File: src/hw/rtl/crit_pkg.sv
package crit_pkg;

	// Shared multiplier
	localparam int MUL_W  = 32;
	localparam int PROD_W = 2 * MUL_W;

	// Evaporation divider: capacity is below 2^19 and the quotient below 2^16
	localparam int CAP_W      = 19;
	localparam int QUO_W      = 16;
	localparam int DIVIDEND_W = CAP_W + QUO_W;

	// Configuration port
	localparam int CFG_IDX_W  = 3;
	localparam int CFG_DATA_W = 16;

	localparam logic [CFG_IDX_W-1:0] CFG_LAI_MIN    = 3'd0;
	localparam logic [CFG_IDX_W-1:0] CFG_EXTINCTION = 3'd1;
	localparam logic [CFG_IDX_W-1:0] CFG_LEAF_STORE = 3'd2;
	localparam logic [CFG_IDX_W-1:0] CFG_STEM_STORE = 3'd3;
	localparam logic [CFG_IDX_W-1:0] CFG_STEM_FRAC  = 3'd4;

	localparam logic [15:0] LAI_MIN_RST    = 16'd0;
	localparam logic [14:0] EXTINCTION_RST = 15'd8192;
	localparam logic [13:0] LEAF_STORE_RST = 14'd819;
	localparam logic [13:0] STEM_STORE_RST = 14'd0;
	localparam logic [15:0] STEM_FRAC_RST  = 16'd0;

	// Reciprocals for the exact division of y^3 by 6 and y^4 by 24
	localparam logic [MUL_W-1:0] DIV6_RECIP  = 32'd2796203;
	localparam logic [MUL_W-1:0] DIV24_RECIP = 32'd699051;

	// Number of squarings that undo the scaling of the exponent by 1/256
	localparam int SQ_STEPS = 8;

	localparam logic [30:0] E_ONE = 31'h4000_0000;
	localparam logic [16:0] Q16_ONE = 17'h1_0000;

	function automatic logic [23:0] sat24(input logic [25:0] v);
		logic [23:0] r;
		r = (v[25:24] != 2'b00) ? 24'hFF_FFFF : v[23:0];
		return r;
	endfunction

endpackage

File: src/hw/rtl/crit_mul.sv
module crit_mul (
	input  logic                       clk,
	input  logic                       en,
	input  logic [crit_pkg::MUL_W-1:0]  a,
	input  logic [crit_pkg::MUL_W-1:0]  b,
	output logic [crit_pkg::PROD_W-1:0] prod
);
	import crit_pkg::*;

	logic [PROD_W-1:0] prod_q;

	always_ff @(posedge clk) begin
		if (en) begin
			prod_q <= {{MUL_W{1'b0}}, a} * {{MUL_W{1'b0}}, b};
		end
	end

	assign prod = prod_q;

endmodule

File: src/hw/rtl/crit_div.sv
module crit_div (
	input  logic                            clk,
	input  logic                            arst_n,
	input  logic                            start,
	input  logic [crit_pkg::DIVIDEND_W-1:0] dividend,
	input  logic [crit_pkg::CAP_W-1:0]      divisor,
	output logic                            done,
	output logic [crit_pkg::QUO_W-1:0]      quotient
);
	import crit_pkg::*;

	localparam int CNT_W = $clog2(QUO_W);

	logic                busy_q;
	logic                done_q;
	logic [CNT_W-1:0]    cnt_q;
	logic [CAP_W-1:0]    rem_q;
	logic [CAP_W-1:0]    dvs_q;
	logic [QUO_W-1:0]    sh_q;
	logic [CAP_W:0]      trial;
	logic [CAP_W:0]      diff;
	logic                ge;

	// The upper dividend bits are known to be below the divisor, so only
	// the quotient bits need a step each.
	assign trial = {rem_q, sh_q[QUO_W-1]};
	assign diff  = trial - {1'b0, dvs_q};
	assign ge    = trial >= {1'b0, dvs_q};

	always_ff @(posedge clk or negedge arst_n) begin
		if (!arst_n) begin
			busy_q <= 1'b0;
			done_q <= 1'b0;
			cnt_q  <= '0;
		end else begin
			done_q <= busy_q && (cnt_q == CNT_W'(QUO_W - 1));
			if (start) begin
				busy_q <= 1'b1;
				cnt_q  <= '0;
			end else if (busy_q) begin
				cnt_q <= cnt_q + 1'b1;
				if (cnt_q == CNT_W'(QUO_W - 1)) begin
					busy_q <= 1'b0;
				end
			end
		end
	end

	always_ff @(posedge clk) begin
		if (start) begin
			rem_q <= dividend[DIVIDEND_W-1:QUO_W];
			sh_q  <= dividend[QUO_W-1:0];
			dvs_q <= divisor;
		end else if (busy_q) begin
			rem_q <= ge ? diff[CAP_W-1:0] : trial[CAP_W-1:0];
			sh_q  <= {sh_q[QUO_W-2:0], ge};
		end
	end

	assign done     = done_q;
	assign quotient = sh_q;

endmodule

File: src/hw/rtl/canopy_rain_interception_step_top.sv
// Words are taken one at a time: a new word is accepted only in the idle state,
// once the last result has been handed on. The evaporation may need the division
// by capacity, and a saturated cover skips the series and the squarings; the
// products share the single 32x32 multiplier, and the divider takes 16 steps.
// Reset: asynchronous and active low; the sequencer and configuration registers
// return to their reset values and the stored canopy water to zero.
module canopy_rain_interception_step_top (
	input  logic                                clk,
	input  logic                                arst_n,
	input  logic                                cfg_write,
	input  logic [crit_pkg::CFG_IDX_W-1:0]      cfg_index,
	input  logic [crit_pkg::CFG_DATA_W-1:0]     cfg_data,
	input  logic                                item_valid,
	output logic                                item_stall,
	input  logic [19:0]                         rain_amount,
	input  logic [15:0]                         free_evaporation,
	input  logic [15:0]                         leaf_area,
	output logic                                result_valid,
	input  logic                                result_stall,
	output logic [19:0]                         free_rain,
	output logic [23:0]                         drip_drainage,
	output logic [23:0]                         trunk_flow,
	output logic [23:0]                         through_water,
	output logic [23:0]                         ground_water,
	output logic [23:0]                         canopy_water
);
	import crit_pkg::*;

	typedef enum logic [21:0] {
		S_IDLE  = 22'h00_0001,
		S_KX    = 22'h00_0002,
		S_Y     = 22'h00_0004,
		S_Y2    = 22'h00_0008,
		S_Y3    = 22'h00_0010,
		S_Y4    = 22'h00_0020,
		S_D6    = 22'h00_0040,
		S_D24   = 22'h00_0080,
		S_SQ    = 22'h00_0100,
		S_SQR   = 22'h00_0200,
		S_EXP   = 22'h00_0400,
		S_CAP   = 22'h00_0800,
		S_FREE  = 22'h00_1000,
		S_GROSS = 22'h00_2000,
		S_SUM   = 22'h00_4000,
		S_EV    = 22'h00_8000,
		S_DIVLD = 22'h01_0000,
		S_DIV   = 22'h02_0000,
		S_SUB   = 22'h04_0000,
		S_DRAIN = 22'h08_0000,
		S_STEM  = 22'h10_0000,
		S_OUT   = 22'h20_0000
	} state_t;

	localparam int SQ_CNT_W = $clog2(SQ_STEPS);

	state_t               state_q;
	logic [SQ_CNT_W-1:0]  cnt_q;

	// Configuration
	logic [15:0] lai_min_q;
	logic [14:0] k_q;
	logic [13:0] leaf_q;
	logic [13:0] stem_q;
	logic [15:0] frac_q;

	// Working registers
	logic [19:0] rain_q;
	logic [15:0] evap_q;
	logic [15:0] lai_q;
	logic [25:0] y_q;
	logic [21:0] y2_q;
	logic [17:0] y3_q;
	logic [13:0] y4_q;
	logic [15:0] t6_q;
	logic [30:0] e_q;
	logic [16:0] cover_q;
	logic [CAP_W-1:0] cap_q;
	logic [19:0] free_q;
	logic [24:0] gross_q;
	logic [24:0] ev_q;
	logic [24:0] drain_q;
	logic [23:0] stored_q;

	// Result word
	logic        result_valid_q;
	logic [19:0] free_rain_q;
	logic [23:0] drip_q;
	logic [23:0] trunk_q;
	logic [23:0] through_q;
	logic [23:0] ground_q;
	logic [23:0] canopy_q;

	// Shared multiplier and divider
	logic                mul_en;
	logic [MUL_W-1:0]    mul_a;
	logic [MUL_W-1:0]    mul_b;
	logic [PROD_W-1:0]   prod_q;
	logic                div_start;
	logic                div_done;
	logic [QUO_W-1:0]    div_quo;

	// Combinational helpers
	logic [15:0] lai_eff;
	logic [31:0] e_poly;
	logic [61:0] sq_rnd;
	logic [30:0] ex_rnd;
	logic [35:0] free_rnd;
	logic [31:0] g100;
	logic [24:0] ev_clamped;
	logic [24:0] stem_val;
	logic [25:0] soil;
	logic [25:0] thru;
	logic        accept;
	logic        out_free;

	assign accept   = item_valid && !item_stall;
	assign out_free = !result_valid_q || !result_stall;
	assign lai_eff  = (lai_q < lai_min_q) ? lai_min_q : lai_q;

	assign e_poly = {1'b0, E_ONE} - {6'b0, y_q} + {11'b0, y2_q[21:1]}
		- {16'b0, t6_q} + {22'b0, prod_q[33:24]};
	assign sq_rnd   = prod_q[61:0] + 62'h2000_0000;
	assign ex_rnd   = e_q + 31'h2000;
	assign free_rnd = prod_q[35:0] + 36'h8000;
	assign g100     = ({7'b0, gross_q} << 6) + ({7'b0, gross_q} << 5)
		+ ({7'b0, gross_q} << 2);
	assign ev_clamped = (ev_q > gross_q) ? gross_q : ev_q;
	assign stem_val   = prod_q[40:16];
	assign soil       = {1'b0, drain_q} + {6'b0, free_q};
	assign thru       = soil - {1'b0, stem_val};

	// Operand selection for the shared multiplier; each product is taken
	// up in the state that follows its issue.
	always_comb begin
		mul_en = 1'b1;
		mul_a  = '0;
		mul_b  = '0;
		case (state_q)
			S_KX: begin
				mul_a = MUL_W'(k_q);
				mul_b = MUL_W'(lai_eff);
			end
			S_Y: begin
				mul_a = MUL_W'(prod_q[29:4]);
				mul_b = MUL_W'(prod_q[29:4]);
			end
			S_Y2: begin
				mul_a = MUL_W'(prod_q[51:30]);
				mul_b = MUL_W'(y_q);
			end
			S_Y3: begin
				mul_a = MUL_W'(prod_q[47:30]);
				mul_b = MUL_W'(y_q);
			end
			S_Y4: begin
				mul_a = MUL_W'(y3_q);
				mul_b = DIV6_RECIP;
			end
			S_D6: begin
				mul_a = MUL_W'(y4_q);
				mul_b = DIV24_RECIP;
			end
			S_SQ: begin
				mul_a = MUL_W'(e_q);
				mul_b = MUL_W'(e_q);
			end
			S_CAP: begin
				mul_a = MUL_W'(leaf_q);
				mul_b = MUL_W'(lai_q);
			end
			S_FREE: begin
				mul_a = MUL_W'(rain_q);
				mul_b = MUL_W'(Q16_ONE - cover_q);
			end
			S_EV: begin
				mul_a = MUL_W'(evap_q);
				mul_b = MUL_W'(gross_q);
			end
			S_STEM: begin
				mul_a = MUL_W'(drain_q);
				mul_b = MUL_W'(frac_q);
			end
			default: begin
				mul_en = 1'b0;
			end
		endcase
	end

	assign div_start = (state_q == S_DIVLD);

	crit_mul u_mul (
		.clk  (clk),
		.en   (mul_en),
		.a    (mul_a),
		.b    (mul_b),
		.prod (prod_q)
	);

	crit_div u_div (
		.clk      (clk),
		.arst_n   (arst_n),
		.start    (div_start),
		.dividend (prod_q[DIVIDEND_W-1:0]),
		.divisor  (cap_q),
		.done     (div_done),
		.quotient (div_quo)
	);

	// Sequencer, configuration and stored water
	always_ff @(posedge clk or negedge arst_n) begin
		if (!arst_n) begin
			state_q        <= S_IDLE;
			cnt_q          <= '0;
			result_valid_q <= 1'b0;
			stored_q       <= '0;
			lai_min_q      <= LAI_MIN_RST;
			k_q            <= EXTINCTION_RST;
			leaf_q         <= LEAF_STORE_RST;
			stem_q         <= STEM_STORE_RST;
			frac_q         <= STEM_FRAC_RST;
		end else begin
			if (cfg_write) begin
				case (cfg_index)
					CFG_LAI_MIN:    lai_min_q <= cfg_data;
					CFG_EXTINCTION: k_q       <= cfg_data[14:0];
					CFG_LEAF_STORE: leaf_q    <= cfg_data[13:0];
					CFG_STEM_STORE: stem_q    <= cfg_data[13:0];
					CFG_STEM_FRAC:  frac_q    <= cfg_data;
					default: ;
				endcase
			end

			if (state_q == S_OUT && out_free) begin
				result_valid_q <= 1'b1;
			end else if (result_valid_q && !result_stall) begin
				result_valid_q <= 1'b0;
			end

			case (state_q)
				S_IDLE: begin
					if (accept) begin
						state_q <= S_KX;
					end
				end
				S_KX:  state_q <= S_Y;
				S_Y: begin
					// k*lai of 16 or more gives full cover.
					state_q <= prod_q[30] ? S_CAP : S_Y2;
				end
				S_Y2:  state_q <= S_Y3;
				S_Y3:  state_q <= S_Y4;
				S_Y4:  state_q <= S_D6;
				S_D6:  state_q <= S_D24;
				S_D24: begin
					cnt_q   <= '0;
					state_q <= S_SQ;
				end
				S_SQ:  state_q <= S_SQR;
				S_SQR: begin
					cnt_q <= cnt_q + 1'b1;
					if (cnt_q == SQ_CNT_W'(SQ_STEPS - 1)) begin
						state_q <= S_EXP;
					end else begin
						state_q <= S_SQ;
					end
				end
				S_EXP:   state_q <= S_CAP;
				S_CAP:   state_q <= S_FREE;
				S_FREE:  state_q <= S_GROSS;
				S_GROSS: state_q <= S_SUM;
				S_SUM:   state_q <= S_EV;
				S_EV: begin
					if (g100 < 32'(cap_q) || gross_q >= 25'(cap_q)) begin
						state_q <= S_SUB;
					end else begin
						state_q <= S_DIVLD;
					end
				end
				S_DIVLD: state_q <= S_DIV;
				S_DIV: begin
					if (div_done) begin
						state_q <= S_SUB;
					end
				end
				S_SUB: state_q <= S_DRAIN;
				S_DRAIN: begin
					stored_q <= (gross_q > 25'(cap_q)) ? 24'(cap_q) : gross_q[23:0];
					state_q  <= S_STEM;
				end
				S_STEM: state_q <= S_OUT;
				S_OUT: begin
					if (out_free) begin
						state_q <= S_IDLE;
					end
				end
				default: state_q <= S_IDLE;
			endcase
		end
	end

	// Data path registers
	always_ff @(posedge clk) begin
		case (state_q)
			S_IDLE: begin
				if (accept) begin
					rain_q <= rain_amount;
					evap_q <= free_evaporation;
					lai_q  <= leaf_area;
				end
			end
			S_Y: begin
				y_q <= prod_q[29:4];
				if (prod_q[30]) begin
					cover_q <= Q16_ONE;
				end
			end
			S_Y2:  y2_q <= prod_q[51:30];
			S_Y3:  y3_q <= prod_q[47:30];
			S_Y4:  y4_q <= prod_q[43:30];
			S_D6:  t6_q <= prod_q[39:24];
			S_D24: e_q  <= e_poly[30:0];
			S_SQR: e_q  <= sq_rnd[60:30];
			S_EXP: cover_q <= Q16_ONE - ex_rnd[30:14];
			S_FREE: cap_q <= CAP_W'(prod_q[29:12]) + CAP_W'(stem_q);
			S_GROSS: free_q <= free_rnd[35:16];
			S_SUM: gross_q <= {1'b0, stored_q} + 25'(rain_q - free_q);
			S_EV: begin
				// Almost dry canopy loses all its water; a full one the whole
				// free evaporation.
				if (g100 < 32'(cap_q)) begin
					ev_q <= gross_q;
				end else begin
					ev_q <= 25'(evap_q);
				end
			end
			S_DIV: begin
				if (div_done) begin
					ev_q <= 25'(div_quo);
				end
			end
			S_SUB: gross_q <= gross_q - ev_clamped;
			S_DRAIN: begin
				drain_q <= (gross_q > 25'(cap_q)) ? (gross_q - 25'(cap_q)) : '0;
			end
			S_OUT: begin
				if (out_free) begin
					free_rain_q <= free_q;
					drip_q      <= sat24({1'b0, drain_q});
					trunk_q     <= sat24({1'b0, stem_val});
					through_q   <= sat24(thru);
					ground_q    <= sat24(soil);
					canopy_q    <= stored_q;
				end
			end
			default: ;
		endcase
	end

	assign item_stall    = (state_q != S_IDLE);
	assign result_valid  = result_valid_q;
	assign free_rain     = free_rain_q;
	assign drip_drainage = drip_q;
	assign trunk_flow    = trunk_q;
	assign through_water = through_q;
	assign ground_water  = ground_q;
	assign canopy_water  = canopy_q;

`ifndef SYNTHESIS
	a_accept_starts: assert property (@(posedge clk) disable iff (!arst_n)
		accept |=> state_q == S_KX)
		else $error("accepted word did not start the sequence");

	a_div_done_in_wait: assert property (@(posedge clk) disable iff (!arst_n)
		div_done |-> state_q == S_DIV)
		else $error("divider finished outside its wait state");

	a_exp_bounded: assert property (@(posedge clk) disable iff (!arst_n)
		state_q == S_SQ |-> e_q <= E_ONE)
		else $error("exponential term above one");

	a_store_in_capacity: assert property (@(posedge clk) disable iff (!arst_n)
		state_q == S_STEM |-> stored_q <= 24'(cap_q))
		else $error("stored canopy water above capacity");
`endif

endmodule

File: config.mk
export PLATFORM = sky130hd
export DESIGN_NAME = canopy_rain_interception_step_top
export DESIGN_NICKNAME = d
export VERILOG_FILES = /design/src/hw/rtl/crit_pkg.sv /design/src/hw/rtl/crit_mul.sv /design/src/hw/rtl/crit_div.sv /design/src/hw/rtl/canopy_rain_interception_step_top.sv
export SDC_FILE = /design/constraint.sdc
export NUM_CORES = 2
export LEC_CHECK = 0
export ABC_AREA = 1
export BUFFER_PORTS_ARGS = -buffer_cell sky130_fd_sc_hd__buf_4
export CORE_UTILIZATION = 40
export DETAILED_ROUTE_END_ITERATION = 16
export PLACE_DENSITY = 0.58
export SETUP_SLACK_MARGIN = 0.02
export SLEW_MARGIN = 20
export SYNTH_ARGS = -nofsm -noshare
export SYNTH_HDL_FRONTEND = slang
export SYNTH_SLANG_ARGS = --single-unit
File: constraint.sdc
create_clock -name clk -period 15.55 [get_ports clk]
set_input_delay 0.7775 -clock clk [delete_from_list [all_inputs] [get_ports clk]]
set_output_delay 0.7775 -clock clk [all_outputs]
set_load 0.1 [all_outputs]
==> impl_metrics.env <==
export IMPL_grt_pass1_vias=65200
export IMPL_cts_buffers=82
export IMPL_die_w_um=438
export IMPL_synthArstFlopShare_pct=18.8
export IMPL_antenna_found_initial=15
export IMPL_slowest_stage="nand2_1"
export IMPL_outcome="complete, but fails checks"
export IMPL_syn_area_mm2=0.0759
export IMPL_fmax_ghz=0.0874
export IMPL_yosys_cell_count_top_type="nand2_1"
export IMPL_p_leak_nw=39.9
export IMPL_critPathKind="flip-flop to flip-flop"
export IMPL_gp_congestion=1.03
export IMPL_worstMarginPinSlew_ns=1.22
export IMPL_period_share_pct=73.6
export IMPL_finalCriticalPeriod_ns=11.44
export IMPL_placedInstanceArea_mm2=0.0805
export IMPL_wire_per_inst_um=26.8
export IMPL_stdcell_area_mm2=0.0833
export IMPL_synth_top_area_share_pct=24.3
export IMPL_total_power_mw=6.85
export IMPL_io_buffers=217
export IMPL_maxSlewHeadroom_pct=18.5
export IMPL_timing_hold_ws_ns=0.0673
export IMPL_remaining_drc_errors=62
export IMPL_clockRootBuffer="clkbuf_16"
export IMPL_hold_viol_final=0
export IMPL_grt_max_degree=74
export IMPL_dr_pass1_iters=14
export IMPL_syn_area_per_cell_um2=8.63
export IMPL_grt_total_usage_pct=32.1
export IMPL_cp_data_required_time_ns=16.01
export IMPL_die_y_um=438
export IMPL_synth_distinct_cells=70
export IMPL_yosysTopAreaCell="fa_1"
export IMPL_synth_commonest_cells="nand2_1 (1856), inv_1 (1726), fa_1 (921)"
export IMPL_avgViaCountPerCell=5.55
export IMPL_violations="design-rule violations"
export IMPL_synth_top_flop_cell="edfxtp_1"
export IMPL_htreeDepth=3
export IMPL_clk_pin_slew_worst_paths_ns=0.06
export IMPL_ir_drop_mv=0.0724
export IMPL_worstPathMaxFanout=17
export IMPL_setup_violations=0
export IMPL_fin_setup_tns_ns=0
export IMPL_rsz0062_at_grt="no"
export IMPL_skew_ns=0.0359
export IMPL_reg2reg_from="lai_min_q[1]"
export IMPL_startpoint="lai_min_q[1]"
export IMPL_hp_class="primary input to async pin"
export IMPL_grt_ovfl_total=0
export IMPL_grt_pass1_wl_um=446000
export IMPL_dpl_hpwl_um=251000
export IMPL_rows=159
export IMPL_dieArea_mm2=0.191
export IMPL_cts_sinks=695
export IMPL_clk_latency_ns=0.73
export IMPL_slew_viol_final=0
export IMPL_ys_ff_latch=695
export IMPL_slowest_delay_ns=1.20
export IMPL_post_cts_setup_buffers=0
export IMPL_powerDensity_mw_per_mm2=82.3
export IMPL_yosys_warnings=0
export IMPL_synth_edff_count=564
export IMPL_cts_tree="done"
export IMPL_startpoint_type="flip-flop"
export IMPL_synth_cells=8794
export IMPL_synth_seq_area_share_pct=26.6
export IMPL_drive_above_1_share_pct=7.31
export IMPL_vias=64200
export IMPL_worstPathArrival_ns=11.90
export IMPL_post_route_util_pct=44.3
export IMPL_cts_hold_buffers=0
export IMPL_coreArea_mm2=0.188
export IMPL_layout_nets=10500
export IMPL_num_io_pins=218
export IMPL_clockBufferDepth=3
export IMPL_area_growth_pct=9.76
export IMPL_first_iter_violations=6345
export IMPL_initial_utilization_pct=40.3
export IMPL_routed_wirelength_um=310000
export IMPL_end_kind="flip-flop"
export IMPL_postRouteAntennaNets=0
export IMPL_synth_area_leaders="fa_1 (24%), edfxtp_1 (22%), nand2_1 (9.2%)"
export IMPL_cap_violations=0
export IMPL_cts_resized=0
-- final timing paths --
path	slack (ns)	cells past startpoint	end
min	0.07	1	stored_q[19]
min in group clk	0.22	1	evap_q[9]
max reg2reg	4.11	36	u_mul.prod[44]
max	4.11	36	u_mul.prod[44]
max in group asynchronous	13.96	2	state_q[1]
min reg2reg	0.49	2	lai_min_q[7]
-- logic make-up (layout without fill, tap and decap cells) --
| family | count (synthesis) | count (layout) | synth area share [%] |
|---|---|---|---|
| XOR/XNOR | 241 | 241 | 2.78 |
| AO/OA/AOI/OAI | 1367 | 1367 | 10.1 |
| buffers and inverters | 2027 | 2269 | 10.4 |
| AND/OR/NAND/NOR | 2983 | 2983 | 16.6 |
| flip-flops | 695 | 695 | 26.6 |
| other | 2 | 35 | 0.00990 |
| adder cells (fa/ha/maj) | 1476 | 1476 | 33.4 |
| multiplexers | 3 | 3 | 0.0396 |
-- report_power, final --
part           internal (mW)  switching [mW]
Clock                   1.14           0.882
Combinational          0.596            1.75
Sequential              2.26           0.224
Total                   4.00            2.86
-- cells in the final DEF (no fill, tap or decap), types with 106 or more instances in the layout --
cell type / n
nand2_1: 1855
inv_1: 1725
fa_1: 921
a21oi_1: 630
edfxtp_1: 564
ha_1: 555
nor2_1: 524
o21ai_0: 423
buf_4: 345
nand3_1: 243
xor2_1: 162
dfrtp_1: 123
nand4_1: 106
-- sequential cells by signal, indices dropped and copies added (netlist names), 22 cells and up --
signal,count
ev_q,25
u_mul.prod,61
canopy_water,24
ground_water,24
gross_q,25
e_q,31
trunk_flow,24
drip_drainage,24
through_water,24
stored_q,24
drain_q,25
y_q,26
state_q,22
-- area by class of cell --
cell class	instances	area (um^2)
multi-input cells	6079	47900
clock buffers	109	2260
repair buffers	346	2600
well taps	2495	3120
flip-flops and latches	695	20200
clock inverters	43	484
inverters	1771	6650
diodes	26	65.1
fillers	18700	105000
-- layer usage --
metal,routed length [um],GRT usage (%),up-vias
met2,143000,52.0,3035
met5,15,0,-
met1,123000,40.8,32000
met3,23700,5.14,725
met4,20000,18.1,2
li1,-,-,28400
-- metrics by stage --
step                      instances  setup WS [ns]
after floorplan                8801           7.04
after global placement        11400           4.40
after detailed placement      11400           4.22
after CTS                     11500           4.16
after global routing          11600           3.51
final                         11600           4.11
-- critical path, delay by kind of cell, from the launching register on --
family                   cells  cell delay, ns
adder cells (fa/ha/maj)     10            4.70
AND/OR/NAND/NOR             16            4.27
AO/OA/AOI/OAI                5            1.50
flip-flops                   1            0.35
buffers and inverters        5            0.31
(Power assumes the default switching activity.)
